--- src/ufr_pkg.sv ---
// shared types and constants for the uart frame receiver
`timescale 1ns / 1ps

package ufr_pkg;

  localparam int HalfBitW = 16;
  localparam int TickW    = HalfBitW + 1;
  localparam int BitIdxW  = 4;
  localparam int ByteW    = 8;
  localparam int StatusW  = 2;
  localparam int CfgIdxW  = 2;
  localparam int CfgDataW = 16;

  localparam logic [StatusW-1:0] STATUS_OK      = 2'd0;
  localparam logic [StatusW-1:0] STATUS_FRAMING = 2'd1;
  localparam logic [StatusW-1:0] STATUS_PARITY  = 2'd2;

  localparam logic [1:0] PAR_NONE = 2'd0;
  localparam logic [1:0] PAR_EVEN = 2'd1;
  localparam logic [1:0] PAR_ODD  = 2'd2;

  localparam logic [CfgIdxW-1:0] REG_HALF_BIT    = 2'd0;
  localparam logic [CfgIdxW-1:0] REG_DATA_BITS   = 2'd1;
  localparam logic [CfgIdxW-1:0] REG_STOP_BITS   = 2'd2;
  localparam logic [CfgIdxW-1:0] REG_PARITY_MODE = 2'd3;

  localparam logic [HalfBitW-1:0] RST_HALF_BIT    = 16'd1093;
  localparam logic [BitIdxW-1:0]  RST_DATA_BITS   = 4'd8;
  localparam logic [1:0]          RST_STOP_BITS   = 2'd1;
  localparam logic [1:0]          RST_PARITY_MODE = PAR_NONE;

  typedef struct packed {
    logic [HalfBitW-1:0] half_bit_ticks;
    logic [BitIdxW-1:0]  data_bits;
    logic [1:0]          stop_bits;
    logic [1:0]          parity_mode;
  } ufr_cfg_t;

  typedef struct packed {
    logic               emit;
    logic [ByteW-1:0]   data;
    logic [StatusW-1:0] status;
  } ufr_result_t;

endpackage

--- src/ufr_rx_fsm.sv ---
// receive sequencer: frame state, tick counter, bit assembly and checks
`timescale 1ns / 1ps

module ufr_rx_fsm import ufr_pkg::*; (
  input  logic        clk,
  input  logic        rst,
  input  logic        step,
  input  logic        rx_level,
  input  ufr_cfg_t    cfg,
  output ufr_result_t res
);

  typedef enum logic [2:0] {
    PH_IDLE,
    PH_START,
    PH_DATA,
    PH_PARITY,
    PH_STOP
  } phase_t;

  phase_t              phase, phase_next;
  logic [TickW-1:0]    tick_count, tick_count_next;
  logic [BitIdxW-1:0]  bit_index, bit_index_next;
  logic [ByteW-1:0]    shift_data, shift_data_next;
  logic                sampled_parity, sampled_parity_next;

  logic [TickW-1:0]    half_wait;
  logic [TickW-1:0]    full_wait;
  logic                parity_on;
  logic [BitIdxW-1:0]  bit_inc;
  logic                go_after;
  phase_t              after_from;
  logic                go_complete;
  logic                calc_par;

  assign half_wait = (cfg.half_bit_ticks == '0) ? TickW'(1) : {1'b0, cfg.half_bit_ticks};
  assign full_wait = (cfg.half_bit_ticks == '0) ? TickW'(1) : {cfg.half_bit_ticks, 1'b0};
  assign parity_on = (cfg.parity_mode == PAR_EVEN) || (cfg.parity_mode == PAR_ODD);
  assign bit_inc   = bit_index + BitIdxW'(1);

  always_comb begin
    phase_next          = phase;
    tick_count_next     = tick_count;
    bit_index_next      = bit_index;
    shift_data_next     = shift_data;
    sampled_parity_next = sampled_parity;
    res                 = '0;
    go_after            = 1'b0;
    after_from          = PH_START;
    go_complete         = 1'b0;
    calc_par            = 1'b0;

    if (phase == PH_IDLE) begin
      if (!rx_level) begin
        phase_next          = PH_START;
        tick_count_next     = half_wait;
        bit_index_next      = '0;
        shift_data_next     = '0;
        sampled_parity_next = 1'b0;
      end
    end else if (tick_count > TickW'(1)) begin
      tick_count_next = tick_count - TickW'(1);
    end else begin
      case (phase)
        PH_START: begin
          if (rx_level) begin
            res.emit        = 1'b1;
            res.status      = STATUS_FRAMING;
            phase_next      = PH_IDLE;
            tick_count_next = '0;
            bit_index_next  = '0;
          end else begin
            go_after   = 1'b1;
            after_from = PH_START;
          end
        end
        PH_DATA: begin
          if (!bit_index[BitIdxW-1]) begin
            shift_data_next[bit_index[2:0]] = shift_data[bit_index[2:0]] | rx_level;
          end
          if (bit_inc < cfg.data_bits) begin
            bit_index_next  = bit_inc;
            tick_count_next = full_wait;
          end else begin
            go_after   = 1'b1;
            after_from = PH_DATA;
          end
        end
        PH_PARITY: begin
          sampled_parity_next = rx_level;
          go_after            = 1'b1;
          after_from          = PH_PARITY;
        end
        PH_STOP: begin
          if (!rx_level) begin
            res.emit        = 1'b1;
            res.status      = STATUS_FRAMING;
            phase_next      = PH_IDLE;
            tick_count_next = '0;
            bit_index_next  = '0;
          end else if (bit_inc < {2'b00, cfg.stop_bits}) begin
            bit_index_next  = bit_inc;
            tick_count_next = full_wait;
          end else begin
            go_complete = 1'b1;
          end
        end
        default: begin
          phase_next      = PH_IDLE;
          tick_count_next = '0;
          bit_index_next  = '0;
        end
      endcase
    end

    if (go_after) begin
      bit_index_next  = '0;
      tick_count_next = full_wait;
      if (after_from == PH_START && cfg.data_bits != '0) begin
        phase_next = PH_DATA;
      end else if (after_from != PH_PARITY && parity_on) begin
        phase_next = PH_PARITY;
      end else if (cfg.stop_bits != '0) begin
        phase_next = PH_STOP;
      end else begin
        go_complete = 1'b1;
      end
    end

    if (go_complete) begin
      calc_par        = (^shift_data_next) ^ (cfg.parity_mode == PAR_ODD);
      res.emit        = 1'b1;
      phase_next      = PH_IDLE;
      tick_count_next = '0;
      bit_index_next  = '0;
      if (parity_on && (calc_par != sampled_parity_next)) begin
        res.status = STATUS_PARITY;
      end else begin
        res.data   = shift_data_next;
        res.status = STATUS_OK;
      end
    end
  end

  always_ff @(posedge clk) begin
    if (rst) begin
      phase          <= PH_IDLE;
      tick_count     <= '0;
      bit_index      <= '0;
      shift_data     <= '0;
      sampled_parity <= 1'b0;
    end else if (step) begin
      phase          <= phase_next;
      tick_count     <= tick_count_next;
      bit_index      <= bit_index_next;
      shift_data     <= shift_data_next;
      sampled_parity <= sampled_parity_next;
    end
  end

endmodule

--- src/uart_frame_receiver.sv ---
// uart frame receiver top level: config registers, sequencer and result register
// latency: a result word is valid the cycle after the input word with the last sample
// throughput: one line sample word per cycle; stalls only while a result waits unread
// config registers take effect on the cycle after the write
// rst (synchronous, active high) clears the frame state and the result valid flag, and
// restores the config registers to their defaults
`timescale 1ns / 1ps

module uart_frame_receiver import ufr_pkg::*; (
  input  logic                clk,
  input  logic                rst,
  input  logic                in_valid,
  output logic                in_ready,
  input  logic                rx_level,
  output logic                out_valid,
  input  logic                out_ready,
  output logic [ByteW-1:0]    received_byte,
  output logic [StatusW-1:0]  frame_status,
  input  logic                cfg_write_en,
  input  logic [CfgIdxW-1:0]  cfg_index,
  input  logic [CfgDataW-1:0] cfg_data
);

  ufr_cfg_t    cfg;
  ufr_result_t res;
  logic        step;

  assign in_ready = !out_valid || out_ready;
  assign step     = in_valid && in_ready;

  always_ff @(posedge clk) begin
    if (rst) begin
      cfg.half_bit_ticks <= RST_HALF_BIT;
      cfg.data_bits      <= RST_DATA_BITS;
      cfg.stop_bits      <= RST_STOP_BITS;
      cfg.parity_mode    <= RST_PARITY_MODE;
    end else if (cfg_write_en) begin
      case (cfg_index)
        REG_HALF_BIT:    cfg.half_bit_ticks <= cfg_data;
        REG_DATA_BITS:   cfg.data_bits      <= cfg_data[BitIdxW-1:0];
        REG_STOP_BITS:   cfg.stop_bits      <= cfg_data[1:0];
        REG_PARITY_MODE: cfg.parity_mode    <= cfg_data[1:0];
        default: ;
      endcase
    end
  end

  ufr_rx_fsm u_rx_fsm (
    .clk      (clk),
    .rst      (rst),
    .step     (step),
    .rx_level (rx_level),
    .cfg      (cfg),
    .res      (res)
  );

  always_ff @(posedge clk) begin
    if (rst) begin
      out_valid <= 1'b0;
    end else if (step && res.emit) begin
      out_valid <= 1'b1;
    end else if (out_ready) begin
      out_valid <= 1'b0;
    end
  end

  always_ff @(posedge clk) begin
    if (step && res.emit) begin
      received_byte <= res.data;
      frame_status  <= res.status;
    end
  end

endmodule

--- config.mk ---
export PLATFORM = sky130hd
export DESIGN_NAME = uart_frame_receiver
export DESIGN_NICKNAME = d
export VERILOG_FILES = /design/src/ufr_pkg.sv /design/src/ufr_rx_fsm.sv /design/src/uart_frame_receiver.sv
export SDC_FILE = /design/constraint.sdc
export NUM_CORES = 1
export LEC_CHECK = 0
export BUFFER_PORTS_ARGS = -buffer_cell sky130_fd_sc_hd__buf_2
export CAP_MARGIN = 20
export CORE_UTILIZATION = 30
export CTS_BUF_LIST = sky130_fd_sc_hd__clkbuf_2
export DETAILED_ROUTE_END_ITERATION = 8
export PLACE_DENSITY = 0.55
export SYNTH_ARGS = -nofsm -noshare
export SYNTH_HDL_FRONTEND = slang
export SYNTH_SLANG_ARGS = --single-unit
--- constraint.sdc ---
create_clock -name clk -period 5.44 [get_ports clk]
set_input_delay 0.544 -clock clk [delete_from_list [all_inputs] [get_ports clk]]
set_output_delay 0.544 -clock clk [all_outputs]
set_load 0.01 [all_outputs]
* After elaboration in Yosys (flattened, before gate mapping)
Index checks and enable logic that the tools add are counted.
Widths: inputs -> output; s select.
** Operators by class
- Add/sub/neg operators :: 2
- Multipliers :: 0
- Divide/modulo/power cells :: 0
- $lt $le $gt $ge :: 5
- Equal/unequal tests :: 21
- Shift-type cells :: 0
- Multiplexer cells :: 79
- Bitwise gates (word level) :: 3
- Reductions and logical operators :: 24
** Operator list (number)
- $mux 17 :: 10
- $pmux 17 s4 :: 1
- $mux 8 :: 6
- $mux 3 :: 12
- $mux 4 :: 9
- $mux 1 :: 26
- $gt 17x1->1 const B :: 1
- $sub 17x1->17 const B :: 1
- $logic_not 16->1 :: 1
- $mux 16 :: 1
- $pmux 4 s4 :: 1
- $ne 6x2->1 const B :: 2
- $mux 11 :: 1
- $ne 5x1->1 const B :: 2
- $pmux 3 s3 :: 1
- $bwmux 8 :: 1
- $mux 2 :: 4
- $ne 4x1->1 const B :: 2
- $reduce_and 2->1 :: 4
- $reduce_xor 8->1 :: 1
- $reduce_and 7->1 :: 1
- $eq 2x2->1 const B :: 3
- $eq 3x1->1 const B :: 2
- $eq 3x2->1 const B :: 2
- 30 further kinds :: 39
** Word-level totals
- Flip-flop bits (word level) :: 68
- Latch bits :: 0
- Memory bits (writable) :: 0
- Memory bits (read-only) :: 0
- Bits of input ports :: 24
- Output and inout bits :: 12
- Logic and storage cells :: 146
- Memories kept :: 0

* Logic depth before layout (Yosys ltp)
Gate-level depths: netlist of run 1.
- Depth after elaboration :: 17
- Mapped depth :: 12
- Depth with buffers taken out :: 10

* By module
Synthesis of run 1 repeated with hierarchy kept, for this count alone.
** Unflattened totals
- Cell total of the unflattened synthesis :: 501
- Area, all modules :: 4192.8 um2
** By module, submodules not included
- ufr_rx_fsm :: instances 1, cells an instance 383, area an instance 2795.2 um2, seq. area each 660.6 um2
- uart_frame_receiver :: instances 1, cells an instance 118, area an instance 1397.6 um2, seq. area each 800.8 um2

* Worst setup path after synthesis of run 1
No wires, ideal clock.
- Path type :: reg-to-reg
- Start point :: reg u_rx_fsm.bit_index[0]
- End point :: reg frame_status[0] (enable)
- Setup time :: 0.334 ns
- Arrival :: 3.105 ns
- Data required time :: 5.106 ns
- Path slack :: 2.001 ns
- Cell stages (with the launch flop) :: 13
- Buffers on the path :: 3
- Clock period less this slack :: 3.439 ns
- Cell sequence :: dfxtp_1 > clkbuf_1 > clkbuf_1 > nand3_1 > xnor2_1 > ha_1 > nor3_1 > a311o_1 > a211o_1 > o41a_1 > clkbuf_1 > a21o_1 > inv_1
** Between the ends
- Cells in the longest elaborated chain, start to end :: 13
- Elaborated cells on any way between the ends :: 26
- Those cells by class :: 1 x add/sub; 2 x order compare; 2 x eq/ne; 18 x mux; 3 x reduce/logical
** RTL lines
- start, declared :: line ufr_rx_fsm.sv:23 : logic [BitIdxW-1:0] bit_index, bit_index_next;
- start signal, assigned :: line ufr_rx_fsm.sv:155 : bit_index <= bit_index_next;
- $add 4x1->4 * :: line ufr_rx_fsm.sv:39 : assign bit_inc = bit_index + BitIdxW'(1);
- $lt 4x4->1 / $lt 4x2->1 (equally long branches) :: line ufr_rx_fsm.sv:81, ufr_rx_fsm.sv:101
- $mux 2 / $mux 1 (equally long branches) :: line ufr_rx_fsm.sv:81, ufr_rx_fsm.sv:101
- $pmux 3 s2 / $mux 1 (equally long branches) :: line ufr_rx_fsm.sv:64, ufr_rx_fsm.sv:95
- $mux 3 / $mux 1 (equally long branches) :: line ufr_rx_fsm.sv:61, ufr_rx_fsm.sv:64
- $mux 3 / $mux 1 (equally long branches) :: line ufr_rx_fsm.sv:53, ufr_rx_fsm.sv:61
- $ne 3x2->1 / $mux 1 (equally long branches) :: line ufr_rx_fsm.sv:121, ufr_rx_fsm.sv:53
- $logic_and 1x1->1 / $mux 1 (equally long branches) :: line ufr_rx_fsm.sv:121, ufr_rx_fsm.sv:123
- $mux 1 :: line ufr_rx_fsm.sv:121 : end else if (after_from != PH_PARITY && parity_on) begin
- $mux 1 :: line ufr_rx_fsm.sv:119 : if (after_from == PH_START && cfg.data_bits != '0) begin
- $mux 1 * :: line ufr_rx_fsm.sv:116 : if (go_after) begin
- $mux 11 * :: line ufr_rx_fsm.sv:130 : if (go_complete) begin
- $logic_and 1x1->1 * :: line uart_frame_receiver.sv:68 : if (step && res.emit) begin
- end signal, assigned :: line uart_frame_receiver.sv:70 : frame_status <= res.status;
- end, declared :: line uart_frame_receiver.sv:18 : output logic [StatusW-1:0] frame_status,
Mark *: on every way between the ends. The rest lies on a longest branch, timed or not.
A chain may end at the register's enable or synchronous reset.

* Worst setup path in the final report of run 1
- Start point :: reg u_rx_fsm.bit_index[0]
- End point :: reg received_byte[7] (enable)
** Between the ends
- Cells in the longest elaborated chain, start to end :: 13
- Elaborated cells on any way between the ends :: 26
- Those cells by class :: 1 x add/sub; 2 x order compare; 2 x eq/ne; 18 x mux; 3 x reduce/logical
** RTL lines
- $add 4x1->4 * :: line ufr_rx_fsm.sv:39
- $lt 4x4->1 / $lt 4x2->1 (equally long branches) :: line ufr_rx_fsm.sv:81, ufr_rx_fsm.sv:101
- $mux 2 / $mux 1 (equally long branches) :: line ufr_rx_fsm.sv:81, ufr_rx_fsm.sv:101
- $pmux 3 s2 / $mux 1 (equally long branches) :: line ufr_rx_fsm.sv:64, ufr_rx_fsm.sv:95
- $mux 3 / $mux 1 (equally long branches) :: line ufr_rx_fsm.sv:61, ufr_rx_fsm.sv:64
- $mux 3 / $mux 1 (equally long branches) :: line ufr_rx_fsm.sv:53, ufr_rx_fsm.sv:61
- $ne 3x2->1 / $mux 1 (equally long branches) :: line ufr_rx_fsm.sv:121, ufr_rx_fsm.sv:53
- $logic_and 1x1->1 / $mux 1 (equally long branches) :: line ufr_rx_fsm.sv:121, ufr_rx_fsm.sv:123
- $mux 1 :: line ufr_rx_fsm.sv:121
- $mux 1 :: line ufr_rx_fsm.sv:119
- $mux 1 * :: line ufr_rx_fsm.sv:116
- $mux 11 * :: line ufr_rx_fsm.sv:130
- $logic_and 1x1->1 * :: line uart_frame_receiver.sv:68
- end signal, assigned :: line uart_frame_receiver.sv:69 : received_byte <= res.data;
- end, declared :: line uart_frame_receiver.sv:17 : output logic [ByteW-1:0] received_byte,
Marked as above.

==> summary.md, run 1 <==
| Metric | Value |
|---|---|
| Area Overhead vs Synth | `10.0%` |
| N_diodes | `0` |
| Layout fillers | `1386` |
| Maximum achievable frequency | `0.252 GHz` |
| Final Non-Filler Cells | `693` |
| Startpoint Class | `flop` |
| Worst rel slew slack | `0.394` |
| Root buffer cell | `clkbuf_2` |
| Initial drt markers | `213` |
| Critical path class | `reg2reg` |
| MaxCap Viol Count | `0` |
| Critical Path Source | `u_rx_fsm.bit_index[0]` |
| Distinct cells, synth | `63` |
| RR Startpoint | `u_rx_fsm.bit_index[0]` |
| Synthesized Nets | `531` |
| WHS | `0.180 ns` |
| Port Buf Inserts | `35` |
| P_int | `0.718 mW` |
| Multi-input gate area | `2370 um2` |
| Dominant synthesized flop cell | `dfxtp_1` |
| Initial Util | `0.312` |
| Synthesis Warnings | `0` |
| CTS clock-pin slew for the worst setup and hold paths | `0.24 ns` |
| Core area | `12800 um2` |
| Postcts setup bufs | `0` |
| Switch Pwr | `0.433 mW` |
| DR vias/cell | `5.30` |
| Worst-case clock buffer depth | `2` |
| Largest net degree at the start of global routing | `59` |
| Part of the power in registers | `0.486` |
| Final Skew | `0.0504 ns` |
| RSZ-0062 raised after global routing | `false` |
| # IOs | `36` |
| Beginning of the worst hold path | `cfg_data[6]` |
| Max VDD drop | `0.000121 V` |
| Via count | `3675` |
| Detail Route Antenna Nets | `0` |
| DIE AREA | `13800 um2` |
| CTS tree | `yes` |
| Vias in the first global route | `3331` |
| #FFs+latches synth | `68` |
| Gr usage total | `0.155` |
| Worst-skew pair later-pin latency | `0.57 ns` |
| Cts bufs inserted | `9` |
| Crit path DAT | `4.20 ns` |
| DRC | `0` |
| Post-synth ARST share | `0` |
| Cts repair resizes | `0` |
| Final setup vio count | `0` |
| Mean area per synthesized cell | `8.02 um2` |
| CTS Sinks | `68` |
| Util after Layout | `0.344` |
| Post-synthesis cell area | `4010 um2` |
| GP Congestion | `0.863` |
| CP required | `5.67 ns` |
| Minimum clock period | `3.96 ns` |
| Tcrit/Tclk final | `0.729` |
| Placed insts | `676` |
| Mapped Cells | `500` |
| Seq/Total Area, Yosys | `0.365` |
| Worst Path Max Fanout | `30` |
| FF-to-FF setup slack | `1.48 ns` |
| Routed wire per std cell | `15.2 um` |
| Rows | `41` |
| Reg area | `1460 um2` |
| Setup TNS | `0 ns` |
| Clock Power Share | `0.228` |
| Hold Path Class | `in2reg` |
| Slew @ Worst Pin | `0.905 ns` |
| Max-slew violation count | `0` |
| Hold Buf Count CTS | `0` |
| Initial antenna violation count | `0` |
| Switching Fraction | `0.376` |
| Global route total overflow | `0` |
| Gate power share | `0.286` |
| P_leak | `1.61 nW` |
| Fraction of layout cells with a size suffix above 1 | `0.136` |
| Post-synth EDFFs | `10` |
| Die Y | `118 um` |
| DPL Wire Length | `7400 um` |
| First-pass DRT Iterations | `5` |
| Final Power | `1.15 mW` |
| Final hold violations | `0` |
| Layout Nets | `547` |
| Htree depth | `3` |
| PwrDens | `261 nW/um2` |
| First-pass GRT wire length | `17400 um` |
| Status | `completed` |
| Endpoint class of the critical path | `flop` |
| Total Wirelength | `10500 um` |
| Die Wd | `118 um` |
## worst paths after layout
path | to | cells after the start
worst max-delay path | received_byte[7] | 10
worst max register to register | received_byte[7] | 10
worst min register to register | u_rx_fsm.tick_count[13] | 2
worst min-delay path | cfg[14] | 3
## cell families (layout without fill, tap and decap cells)
kind of cell               after synthesis  after routing  share of synthesized area
AOI/OAI and AO/OA                      131            131                      0.214
xor gates and xnor gates                19             19                     0.0471
adders and majority gates                7              7                     0.0219
buffers and inverters                   47             68                     0.0446
DFF                                     68             68                      0.365
muxes                                   15             15                     0.0431
and+or+nand+nor                        213            213                      0.264
## synth_stat cells, drive strengths merged, types with 9 or more instances
cell,instances,share of area
nand3b,10,0.019
dfxtp,58,0.29
nand2,76,0.071
mux2i,9,0.022
xnor2,14,0.032
edfxtp,10,0.075
nor2,42,0.040
nor3,15,0.020
a211oi,17,0.032
a21oi,49,0.061
inv,11,0.010
nor4,11,0.021
clkbuf,31,0.029
o21ai,20,0.025
nand3,18,0.022
## metrics by stage
stage | setup WS (ns) | cell area, um2
2_1_floorplan | 2.00 | 4010
3_3_place_gp | 1.70 | 4300
3_5_place_dp | 1.57 | 4300
4_1_cts | 1.49 | 4390
5_1_grt | 1.17 | 4410
6_report | 1.48 | 4410
## power by group through the flow
stage | Clock [mW] | Sequential [mW] | Combinational, mW
final | 0.263 | 0.559 | 0.330
after global routing | 0.293 | 0.564 | 0.367
after CTS | 0.270 | 0.559 | 0.327
after detailed placement | 0 | 0.569 | 0.325
after global placement | 0 | 0.569 | 0.324
after floorplan | 0 | 0.558 | 0.260
## registers in the layout, summed over array words and instances (netlist names)
signal,cells
cfg,24
u_rx_fsm.tick_count,17
received_byte,8
u_rx_fsm.phase,3
out_valid,1
frame_status,2
u_rx_fsm.bit_index,4
u_rx_fsm.sampled_parity,1
u_rx_fsm.shift_data,8
## area by class of cell
type / instances / area share
Timing Repair Buffer: 40 / 0.0511
Inverter: 12 / 0.0102
Sequential cell: 68 / 0.331
Clock inverter: 6 / 0.00908
Clock buffer: 10 / 0.0114
Multi-Input combinational cell: 385 / 0.538
Tap cell: 172 / 0.0488
## worst max-delay path: stages (launching register included)
cell and delay, ns:
dfxtp_1 0.72, ha_1 0.36, ha_1 0.28, a21boi_0 0.25, o21ai_0 0.14, a311o_1 0.43, a211o_1 0.32, o41a_1 0.38
buf_4 0.25, a21o_1 0.23, inv_1 0.25
## layout by cell type, fill, tap and decap left out, drive strengths merged, types with 5 or more instances in the layout
cell type	synthesis	layout
a21oi	49	49
nor3	15	15
clkbuf	31	10
o21ai	20	20
a22oi	8	8
dfxtp	58	58
nand3	18	18
nand2b	6	6
buf	4	40
nand4	8	8
inv	11	12
mux2	5	5
clkinv	1	5
mux2i	9	9
nor4	11	11
nand2	76	76
edfxtp	10	10
a221o	6	6
nor2	42	42
a211oi	17	17
nand3b	10	10
ha	7	7
xnor2	14	14
## routing by layer
layer,vias to the layer above,share of wire,track usage,wire [um]
met1,1699,0.50,0.212,5290
met5,-,0,0,0
met4,0,0.011,0.0545,118
met3,12,0.033,0.0300,349
met2,98,0.45,0.242,4740
li1,1866,-,-,-
Power figures use the tool's default switching activity.
==> inputs of run 2 (changes only) <==
==> constraint.sdc (replaced) <==
create_clock -name clk -period 3.65 [get_ports clk]
set_input_delay 0.365 -clock clk [delete_from_list [all_inputs] [get_ports clk]]
set_output_delay 0.365 -clock clk [all_outputs]
set_load 0.01 [all_outputs]
==> run 2 against run 1 <==
  * First-iteration DRC count fell by 0.94%
  * Combinational power increased by 62%
  * Fmax is 17% higher
  * Largest power group unchanged
  * Final cell count increased by 3.2%
==> summary.md, run 2 (synthesized netlist as in run 1, its figures left out) <==
| Metric | Value |
|---|---|
| Status | `completed` |
| Tcrit/Tclk final | `0.928 (+0.199)` |
| Final Skew | `0.0262 ns (-0.0241 ns)` |
| Slew @ Worst Pin | `1.12 ns (+0.213 ns)` |
| Hold Path Class | `in2reg` |
| Final hold violations | `0 (unchanged)` |
| Final Non-Filler Cells | `715 (+3.2%)` |
| Maximum achievable frequency | `0.295 GHz (+17%)` |
| CP required | `3.90 ns (-1.77 ns)` |
| Detail Route Antenna Nets | `0 (unchanged)` |
| P_leak | `1.72 nW (+7.3%)` |
| Via count | `3803 (+3.5%)` |
| Core area | `12800 um2 (unchanged)` |
| CTS tree | `yes` |
| CTS Sinks | `68 (unchanged)` |
| Cts bufs inserted | `9 (unchanged)` |
| Htree depth | `3 (unchanged)` |
| Cell chain of the critical path | `or4_1 -> or3_1 -> nor3_2 -> nand2_1 -> and3_1 -> o41a_1 -> a21o_1 -> inv_1` |
| Max VDD drop | `0.000206 V (+70%)` |
| Gate power share | `0.283 (-0.003)` |
| Initial antenna violation count | `0 (unchanged)` |
| First-pass DRT Iterations | `5 (unchanged)` |
| Max-slew violation count | `0 (unchanged)` |
| Routed wire per std cell | `15.2 um (+0.64%)` |
| Part of the power in registers | `0.440 (-0.046)` |
| Commonest non-fill, non-tap cell in the layout | `nand2_1` |
| Root buffer cell | `clkbuf_2` |
| DIE AREA | `13800 um2 (unchanged)` |
| Util after Layout | `0.362 (+0.0181)` |
| Global route total overflow | `0 (unchanged)` |
| Minimum clock period | `3.39 ns (-0.576 ns)` |
| Final setup vio count | `0 (unchanged)` |
| Crit path DAT | `3.64 ns (-0.56 ns)` |
| Worst-case clock buffer depth | `2 (unchanged)` |
| Worst-skew pair later-pin latency | `0.58 ns (about the same)` |
| Vias in the first global route | `3664 (+10%)` |
| DR vias/cell | `5.32 (+0.30%)` |
| DP Worst Slack | `0.329 ns (-1.24 ns)` |
| DPL Wire Length | `7610 um (+2.8%)` |
| Startpoint Class | `flop` |
| Largest net degree at the start of global routing | `59 (unchanged)` |
| DRC | `0 (unchanged)` |
| Setup TNS | `0 ns (unchanged)` |
| Final WS setup | `0.263 ns (-1.21 ns)` |
| Worst rel slew slack | `0.255 (-0.140)` |
| Endpoint class of the critical path | `flop` |
| Layout Nets | `569 (+4.0%)` |
| # IOs | `36 (unchanged)` |
| Commonest non-fill, non-tap cells in the layout | `nand2_1 (76), dfxtp_1 (58), a21oi_1 (49), nor2_1 (41), buf_2 (35)` |
| Initial Util | `0.312 (unchanged)` |
| Total Wirelength | `10900 um (+3.8%)` |
| Area Overhead vs Synth | `15.8%` |
| Design area | `4640 um2 (+5.3%)` |
| Switching Fraction | `0.347 (-0.0292)` |
| First-pass GRT wire length | `18300 um (+4.8%)` |
| Cell Area, Placed | `4370 um2 (+1.6%)` |
| CTS clock-pin slew for the worst setup and hold paths | `0.21 ns (-0.03 ns)` |
| Port Buf Inserts | `35 (unchanged)` |
| GP Congestion | `0.899 (+4.2%)` |
| Largest registers | `cfg (24), u_rx_fsm.tick_count (17)` |
| Die Y | `118 um (unchanged)` |
| Clock Power Share | `0.277 (+0.049)` |
| Fraction of layout cells with a size suffix above 1 | `0.145 (+0.00921)` |
| PwrDens | `407 nW/um2 (+56%)` |
| Final Power | `1.89 mW (+64%)` |
| RSZ-0062 raised after global routing | `false` |
| Gr usage total | `0.165 (+0.00984)` |
| Switch Pwr | `0.656 mW (+51%)` |
| P_int | `1.23 mW (+72%)` |
| WHS | `0.0590 ns (-0.121 ns)` |
| Die Wd | `118 um (unchanged)` |
| Max reg flops | `24 (unchanged)` |
| Placed insts | `685 (+1.3%)` |
| Slowest cell on crit path | `or4_1` |
| Critical path class | `reg2reg` |
| Rows | `41 (unchanged)` |
| Worst Path Max Fanout | `10 (-67%)` |
| N_diodes | `0 (unchanged)` |
| MaxCap Viol Count | `0 (unchanged)` |
| Initial drt markers | `211 (-0.94%)` |
| Slowest stage delay, CP | `0.67 ns (-0.05 ns)` |
| Most flops, register | `cfg` |
## run 2: path summary, 6_finish.rpt
| kind | from | to | slack, ns | cells past startpoint |
|---|---|---|---|---|
| worst min-delay path | cfg_data[1] | cfg[9] | 0.06 | 3 |
| worst min register to register | u_rx_fsm.tick_count[4] | u_rx_fsm.tick_count[4] | 0.50 | 2 |
| worst max-delay path | u_rx_fsm.tick_count[10] | received_byte[6] | 0.26 | 8 |
| worst max register to register | u_rx_fsm.tick_count[10] | received_byte[6] | 0.26 | 8 |
## run 2: final cells by class
type                       count  area [um2]
fill                        1361        8180
multi-input combinational    385        2370
sequential                    68        1460
timing repair buffer          62         413
tap                          172         215
clock inverter                 7        90.1
clock buffer                   9        45.0
inverter                      12        45.0
## run 2: critical path, delay by kind of cell (launching register included)
kind / cells / cell delay [ns]
buffers and inverters: 1 / 0.26
AOI/OAI and AO/OA: 2 / 0.57
and+or+nand+nor: 5 / 1.83
DFF: 1 / 0.41
## run 2: power groups by stage
stage	sequential [mW]	combinational [mW]	clock [mW]
2_1_floorplan	0.831	0.387	0
3_3_place_gp	0.846	0.516	0
3_5_place_dp	0.847	0.516	0
4_1_cts	0.832	0.530	0.546
5_1_grt	0.839	0.593	0.578
6_report	0.832	0.534	0.524
## run 2: timing repair
item	4_1_cts	5_1_grt
hold endpoints to repair	15	0
setup buffers	0	0
hold buffers	14	0
gates resized for setup	0	0
## run 2: per-layer routing
metal,part of all wire,wire length (um),track usage
met1,0.47,5160,0.213
met5,0,0,0
met4,0.016,174,0.0585
met3,0.056,611,0.0426
met2,0.46,4960,0.265
